### src/sv/cspt_pkg.sv
package cspt_pkg;

    // Fixed field widths
    localparam int POS_W = 12;
    localparam int FULL_POS = 4095;

    // Item opcodes
    localparam logic [1:0] OP_TICK    = 2'd0;
    localparam logic [1:0] OP_CMD     = 2'd1;
    localparam logic [1:0] OP_RESTORE = 2'd2;

    // Motion codes
    localparam logic [1:0] MOT_IDLE = 2'd0;
    localparam logic [1:0] MOT_UP   = 2'd1;
    localparam logic [1:0] MOT_DOWN = 2'd2;

    // Drive direction codes
    localparam logic [1:0] DIR_STOP = 2'd0;
    localparam logic [1:0] DIR_CW   = 2'd1;
    localparam logic [1:0] DIR_CCW  = 2'd2;

    // Config register indexes
    localparam logic [1:0] CFG_ENABLED    = 2'd0;
    localparam logic [1:0] CFG_CALIB_MODE = 2'd1;
    localparam logic [1:0] CFG_MOUNT_LEFT = 2'd2;

    typedef struct packed {
        logic [1:0]       op;
        logic [1:0]       new_state;
        logic [POS_W-1:0] restore_position;
        logic [POS_W-1:0] restore_max;
    } item_t;

    typedef struct packed {
        logic             step_issue;
        logic [1:0]       direction;
        logic [POS_W-1:0] position;
        logic [POS_W-1:0] max_position;
        logic [1:0]       motion_state;
        logic             save_request;
    } res_t;

    typedef struct packed {
        logic enabled;
        logic calib_mode;
        logic mount_left;
    } cfg_t;

endpackage

### src/sv/cspt_core.sv
module cspt_core import cspt_pkg::*; #(
    parameter int MAX_STEPS      = 4095,
    parameter int STEPS_PER_TURN = 20
) (
    input  logic  aclk,
    input  logic  aresetn,
    input  cfg_t  cfg,
    input  logic  fire,
    input  item_t item,
    output res_t  res
);

    localparam int POS_CAP_I = (MAX_STEPS > FULL_POS) ? FULL_POS : MAX_STEPS;
    localparam int MIN_POS_I = (STEPS_PER_TURN > POS_CAP_I) ? POS_CAP_I : STEPS_PER_TURN;
    localparam int LIM_RST_I = (2 * STEPS_PER_TURN > POS_CAP_I) ? POS_CAP_I
                                                                : 2 * STEPS_PER_TURN;
    localparam logic [POS_W-1:0] POS_CAP = POS_CAP_I[POS_W-1:0];
    localparam logic [POS_W-1:0] MIN_POS = MIN_POS_I[POS_W-1:0];
    localparam logic [POS_W-1:0] LIM_RST = LIM_RST_I[POS_W-1:0];

    logic [1:0]       cur_reg,  cur_next;
    logic [1:0]       prev_reg, prev_next;
    logic [POS_W-1:0] pos_reg,  pos_next;
    logic [POS_W-1:0] lim_reg,  lim_next;
    logic [1:0]       dir_reg,  dir_next;
    logic             step;
    logic             save;

    always_comb begin
        cur_next  = cur_reg;
        prev_next = prev_reg;
        pos_next  = pos_reg;
        lim_next  = lim_reg;
        dir_next  = dir_reg;
        step      = 1'b0;
        save      = 1'b0;
        case (item.op)
            OP_TICK: begin
                if (cfg.enabled && !(cur_reg == MOT_IDLE && prev_reg == MOT_IDLE)) begin
                    // apply pending motion change
                    if (prev_reg != cur_reg) begin
                        if (cur_reg == MOT_UP) begin
                            dir_next = cfg.mount_left ? DIR_CCW : DIR_CW;
                        end else if (cur_reg == MOT_DOWN) begin
                            dir_next = cfg.mount_left ? DIR_CW : DIR_CCW;
                            if (cfg.calib_mode) begin
                                pos_next = MIN_POS;
                            end
                        end else begin
                            save     = 1'b1;
                            dir_next = DIR_STOP;
                            if (cfg.calib_mode && prev_reg == MOT_DOWN) begin
                                lim_next = pos_reg;
                            end
                        end
                        prev_next = cur_reg;
                    end
                    // end stops in work mode
                    if (!cfg.calib_mode) begin
                        if ((cur_next == MOT_UP && pos_next == MIN_POS) ||
                            (cur_next == MOT_DOWN && pos_next == lim_next)) begin
                            prev_next = cur_next;
                            cur_next  = MOT_IDLE;
                        end
                    end
                    if (cur_next == MOT_UP) begin
                        step = 1'b1;
                        if (pos_next != '0) begin
                            pos_next = pos_next - 1'b1;
                        end
                    end else if (cur_next == MOT_DOWN) begin
                        step = 1'b1;
                        if (pos_next < POS_CAP) begin
                            pos_next = pos_next + 1'b1;
                        end
                    end
                end
            end
            OP_CMD: begin
                prev_next = cur_reg;
                cur_next  = (item.new_state == MOT_UP || item.new_state == MOT_DOWN)
                            ? item.new_state : MOT_IDLE;
            end
            OP_RESTORE: begin
                pos_next = (item.restore_position > POS_CAP) ? POS_CAP : item.restore_position;
                lim_next = (item.restore_max > POS_CAP) ? POS_CAP : item.restore_max;
            end
            default: begin
            end
        endcase
    end

    always_ff @(posedge aclk) begin
        if (!aresetn) begin
            cur_reg  <= MOT_IDLE;
            prev_reg <= MOT_IDLE;
            pos_reg  <= MIN_POS;
            lim_reg  <= LIM_RST;
            dir_reg  <= DIR_STOP;
        end else if (fire) begin
            cur_reg  <= cur_next;
            prev_reg <= prev_next;
            pos_reg  <= pos_next;
            lim_reg  <= lim_next;
            dir_reg  <= dir_next;
        end
    end

    assign res.step_issue   = step;
    assign res.direction    = dir_next;
    assign res.position     = pos_next;
    assign res.max_position = lim_next;
    assign res.motion_state = cur_next;
    assign res.save_request = save;

endmodule

### src/sv/curtain_stepper_position_tracker.sv
// Pipeline: each word passes through the input reg and then the result reg, and is
//   offered on m_valid from the result reg.
// Throughput: 1 word per cycle while m_ready keeps the result reg draining; the tracker
//   state updates in the same cycle the word moves from the input reg into the result reg.
// Reset: aresetn sync active low; both stages empty, motion idle, direction stop,
//   position = one turn, limit = two turns, enabled = 1, calib = 0, mount_left = 1.
module curtain_stepper_position_tracker import cspt_pkg::*; #(
    parameter int MAX_STEPS      = 4095,
    parameter int STEPS_PER_TURN = 20
) (
    input  logic        aclk,
    input  logic        aresetn,
    // input words
    input  logic        s_valid,
    output logic        s_ready,
    input  item_t       s_data,
    // result words
    output logic        m_valid,
    input  logic        m_ready,
    output res_t        m_data,
    // config writes
    input  logic        cfg_valid,
    output logic        cfg_ready,
    input  logic [1:0]  cfg_index,
    input  logic        cfg_data
);

    logic  in_valid_reg, in_valid_next;
    item_t in_item_reg;
    logic  out_valid_reg, out_valid_next;
    res_t  out_res_reg;
    cfg_t  cfg_reg, cfg_next;
    res_t  core_res;
    logic  adv;

    // Word moves from input reg to result reg when result reg is free or draining.
    assign adv     = in_valid_reg && (!out_valid_reg || m_ready);
    assign s_ready = !in_valid_reg || adv;

    always_comb begin
        in_valid_next = in_valid_reg;
        if (s_valid && s_ready) begin
            in_valid_next = 1'b1;
        end else if (adv) begin
            in_valid_next = 1'b0;
        end
        out_valid_next = out_valid_reg;
        if (adv) begin
            out_valid_next = 1'b1;
        end else if (m_ready) begin
            out_valid_next = 1'b0;
        end
    end

    // Config registers; writes always taken. Index three is ignored.
    assign cfg_ready = 1'b1;

    always_comb begin
        cfg_next = cfg_reg;
        if (cfg_valid) begin
            case (cfg_index)
                CFG_ENABLED:    cfg_next.enabled    = cfg_data;
                CFG_CALIB_MODE: cfg_next.calib_mode = cfg_data;
                CFG_MOUNT_LEFT: cfg_next.mount_left = cfg_data;
                default: begin
                end
            endcase
        end
    end

    always_ff @(posedge aclk) begin
        if (!aresetn) begin
            in_valid_reg        <= 1'b0;
            out_valid_reg       <= 1'b0;
            cfg_reg.enabled     <= 1'b1;
            cfg_reg.calib_mode  <= 1'b0;
            cfg_reg.mount_left  <= 1'b1;
        end else begin
            in_valid_reg  <= in_valid_next;
            out_valid_reg <= out_valid_next;
            cfg_reg       <= cfg_next;
        end
    end

    // Payload regs, no reset needed
    always_ff @(posedge aclk) begin
        if (s_valid && s_ready) begin
            in_item_reg <= s_data;
        end
        if (adv) begin
            out_res_reg <= core_res;
        end
    end

    // Tracker state and per-word update logic
    cspt_core #(
        .MAX_STEPS      (MAX_STEPS),
        .STEPS_PER_TURN (STEPS_PER_TURN)
    ) u_core (
        .aclk    (aclk),
        .aresetn (aresetn),
        .cfg     (cfg_reg),
        .fire    (adv),
        .item    (in_item_reg),
        .res     (core_res)
    );

    assign m_valid = out_valid_reg;
    assign m_data  = out_res_reg;

endmodule

### config.mk
export PLATFORM = sky130hd
export DESIGN_NAME = curtain_stepper_position_tracker
export DESIGN_NICKNAME = d
export VERILOG_FILES = /design/src/sv/cspt_pkg.sv /design/src/sv/cspt_core.sv /design/src/sv/curtain_stepper_position_tracker.sv
export SDC_FILE = /design/constraint.sdc
export NUM_CORES = 1
export LEC_CHECK = 0
export BUFFER_PORTS_ARGS = -buffer_cell sky130_fd_sc_hd__buf_4
export CAP_MARGIN = 0
export CORE_AREA = 3 3 95 97
export CTS_BUF_LIST = sky130_fd_sc_hd__clkbuf_8
export CTS_CLUSTER_DIAMETER = 120
export DETAILED_ROUTE_END_ITERATION = 10
export DIE_AREA = 0 0 98 100
export HOLD_SLACK_MARGIN = 0.1
export PLACE_DENSITY = 0.81
export SLEW_MARGIN = 5
export SYNTH_ARGS = -nofsm -noshare
export SYNTH_HDL_FRONTEND = slang
export SYNTH_HIERARCHICAL = 1
export SYNTH_SLANG_ARGS = --single-unit
### constraint.sdc
create_clock -name aclk -period 5.6 [get_ports aclk]
set_clock_uncertainty 0.15 [all_clocks]
set_input_delay 1.12 -clock aclk [delete_from_list [all_inputs] [get_ports aclk]]
set_output_delay 1.12 -clock aclk [all_outputs]
set_load 0.1 [all_outputs]
==> run metrics <==
1st-iter DRT viols 385; Hold Path Class flop to flop; drt pass-1 iters 6; VDD IR max roughly 0.17 mV; most frequent cell after synthesis edfxtp_1; Slew @ Worst Pin 1.03 ns; HPWL Detailed between 8000 and 9000 um; setup tns final 0 ns; Pins Over Slew Limit 0; Pwr Total 1600 uW; max-cap violations 0; Net Count, Synth 529; Die Ht around 100 um; total wire length between 10000 and 15000 um; fin crit share 90.8%; Register Area 2440 um^2; H-tree levels 3; Tmin final 5.08 ns; worst path cell trace inv_1, ha_1, nor2b_1, o211ai_1, and2_1, inv_1, ha_1, nor4b_2, nand2_1, o22a_1, nand2_1, ha_1, or3b_2, nor2_1, a21oi_1, a21oi_1, o22ai_1, a221o_1; RSZ-0062 raised after global routing false; status complete, no violations; cell area after synthesis 4920 um^2; slowest CP cell or3b_2; # port buffers 67; vias per inst 6.43; Post-layout nets ~580; Hold Slack 0.355 ns; routed len/inst 19.4 um; Core ar. 8220 um^2; Worst Path Buf+Inv 2; number of fill cells between 600 and 700; # rows 33; Initial Util 59.9%; Highest Clock Rate 197 MHz; critical path class flop to flop; largest net degree at the start of global routing 59; clock tree sinks between 90 and 100; cell taking the most area after synthesis edfxtp_1; vias ~4.1k; Antenna Cells 0; footprint of the multi-input gates approximately 2200 um^2; flops & latches, synth 93; synthesized instance count 485; hold_buf cts 0; DRC Markers 0; # setup viols final 0; Pwr Density 285 nW/um^2; met1 Use GR roughly a third; family with the most delay on the worst path simple AND/OR/NAND/NOR gates; Ys Warns 6; gpl congestion 0.998; Synth area leaders edfxtp_1 35%, dfxtp_1 14%, nor2_1 3.4%; TritonCTS clock tree built; die area 9800 um^2; CP dominant cell by count ha_1; startpoint type of the worst setup path flop; leak pwr 0.00225 uW; asr flop ratio synth 0%; met2 Resource Use GR 43.6%; gr usage total 26.0%; number of routed nets with antenna violations 0; post-route cell area 5630 um^2; die width 98 um; Post-synth top cells 58 x edfxtp_1, 45 x nor2_1, 35 x dfxtp_1, 34 x nand2_1, 30 x inv_1; number of flops mapped to enable cells by yosys 58; GRT busiest layer met2; Req. time, crit path roughly 5.6 ns; worst path arrival time slightly above 5 ns; Setup crit end kind flop; sequential area share after synthesis 49.6%; Clock Pin Slew Worst Setup and Hold Paths ~0.09 ns; CP peak stage delay 0.51 ns; total grt overflow 0; met3 Use GR 4.93%; slew margin rel. 31.1%; initial antenna violation count 0; count of unique library cells instantiated by Yosys 76; worst-path fanout max 12; proportion of netlist area held by the largest area contributor 35.4%; Longest Clk Path Bufs 2; max reg flops 30; Synth Area per Inst 10.2 um^2; dpl cell area 5430 um^2; worst-skew pair later-pin latency 0.36 ns; num ports just under 70; number of global-route vias before repair 3960; area delta synth->final 14.2%; ys flop type edfxtp_1; CTS buffer count 9; first-pass GRT wire length just over 20000 um; Final Hold Vio Count 0; Root Driver clkbuf_8; fraction of layout cells with a size suffix above 1 between 15 and 20%
cell type report:
type | instances | share of cell area, %
clock inverters | 7 | 1.16
well taps | 105 | 2.34
clock buffers | 9 | 2.20
flip-flops and latches | 93 | 43.4
inverters | 31 | 2.07
repair buffers | 72 | 9.61
multi-input cells | 324 | 39.2
metrics by stage:
stage | worst slack (ns) | utilization [%] | instances
after global placement | 0.776 | 66.1 | 624
final | 0.516 | 68.5 | 641
after CTS | 0.439 | 68.4 | 640
after floorplan | 1.15 | - | 485
after global routing | 0.181 | 68.5 | 641
after detailed placement | 0.512 | 66.1 | 624
layer usage:
layer	vias to the layer above	share of wire (%)
met4	0	2.2
met2	242	49
met5	-	0
met3	26	8.4
li1	1904	-
met1	1948	40
logic make-up after synthesis:
logic type / Yosys count / synth area share, %
AO/OA/AOI/OAI: 133 / 20.0
XOR/XNOR: 7 / 1.24
adder cells (fa/ha/maj): 8 / 2.03
buffers and inverters: 68 / 5.84
flip-flops: 93 / 49.6
multiplexers: 17 / 3.66
other: 1 / 0.0761
AND/OR/NAND/NOR: 158 / 17.6
worst min-delay path, delay by kind of cell (launching register included):
| kind | cells | cell delay, ns |
|---|---|---|
| DFF | 1 | 0.34 |
| and+or+nand+nor | 1 | 0.07 |
| muxes | 1 | 0.06 |
cells in the final DEF (no fill, tap or decap), types with 4 or more instances in the layout:
master | synthesis | layout
o211ai_1 | 5 | 5
dfxtp_1 | 35 | 35
mux2_2 | 4 | 4
nand2_1 | 34 | 34
buf_4 | 5 | 72
clkbuf_8 | 0 | 9
and3_1 | 8 | 8
nand3_1 | 12 | 12
mux2i_1 | 12 | 12
xor2_1 | 5 | 5
a221o_1 | 6 | 6
a21oi_1 | 19 | 18
a21o_1 | 4 | 4
a31oi_1 | 8 | 8
nor4_1 | 4 | 4
edfxtp_1 | 58 | 58
nor3_1 | 8 | 8
a22oi_1 | 6 | 6
o21ai_0 | 19 | 19
inv_1 | 30 | 32
and2_1 | 4 | 4
a211oi_1 | 11 | 11
ha_1 | 8 | 8
nand3b_1 | 5 | 5
nor2b_1 | 10 | 9
nand2b_1 | 7 | 7
nor2_1 | 45 | 45
a222oi_1 | 10 | 10
o22ai_1 | 4 | 4
path summary, 6_finish.rpt:
kind                            slack (ns)  cells after the start                            from                        endpoint
worst max-delay path                  0.52                     18  u_core/cur_reg[1]$_SDFFE_PN0P_            m_data[20]$_DFFE_PP_
worst min-delay path                  0.35                      2  u_core/dir_reg[0]$_SDFFE_PN0P_  u_core/dir_reg[0]$_SDFFE_PN0P_
worst max register to register        0.52                     18  u_core/cur_reg[1]$_SDFFE_PN0P_            m_data[20]$_DFFE_PP_
worst min register to register        0.35                      2  u_core/dir_reg[0]$_SDFFE_PN0P_  u_core/dir_reg[0]$_SDFFE_PN0P_
power breakdown:
group / switching, uW / internal [uW] / total (uW) / leakage [uW]
combinational: 231 / 112 / 343 / 0.00129
sequential: 43.6 / 774 / 817 / 0.000846
clock: 237 / 206 / 443 / 0.000107
what timing repair did:
action,in CTS,in global routing
resized for setup,0,0
buffers inserted,0,1
endpoints found under the setup margin,0,1
No activity file was read; power rests on OpenSTA's default activity.
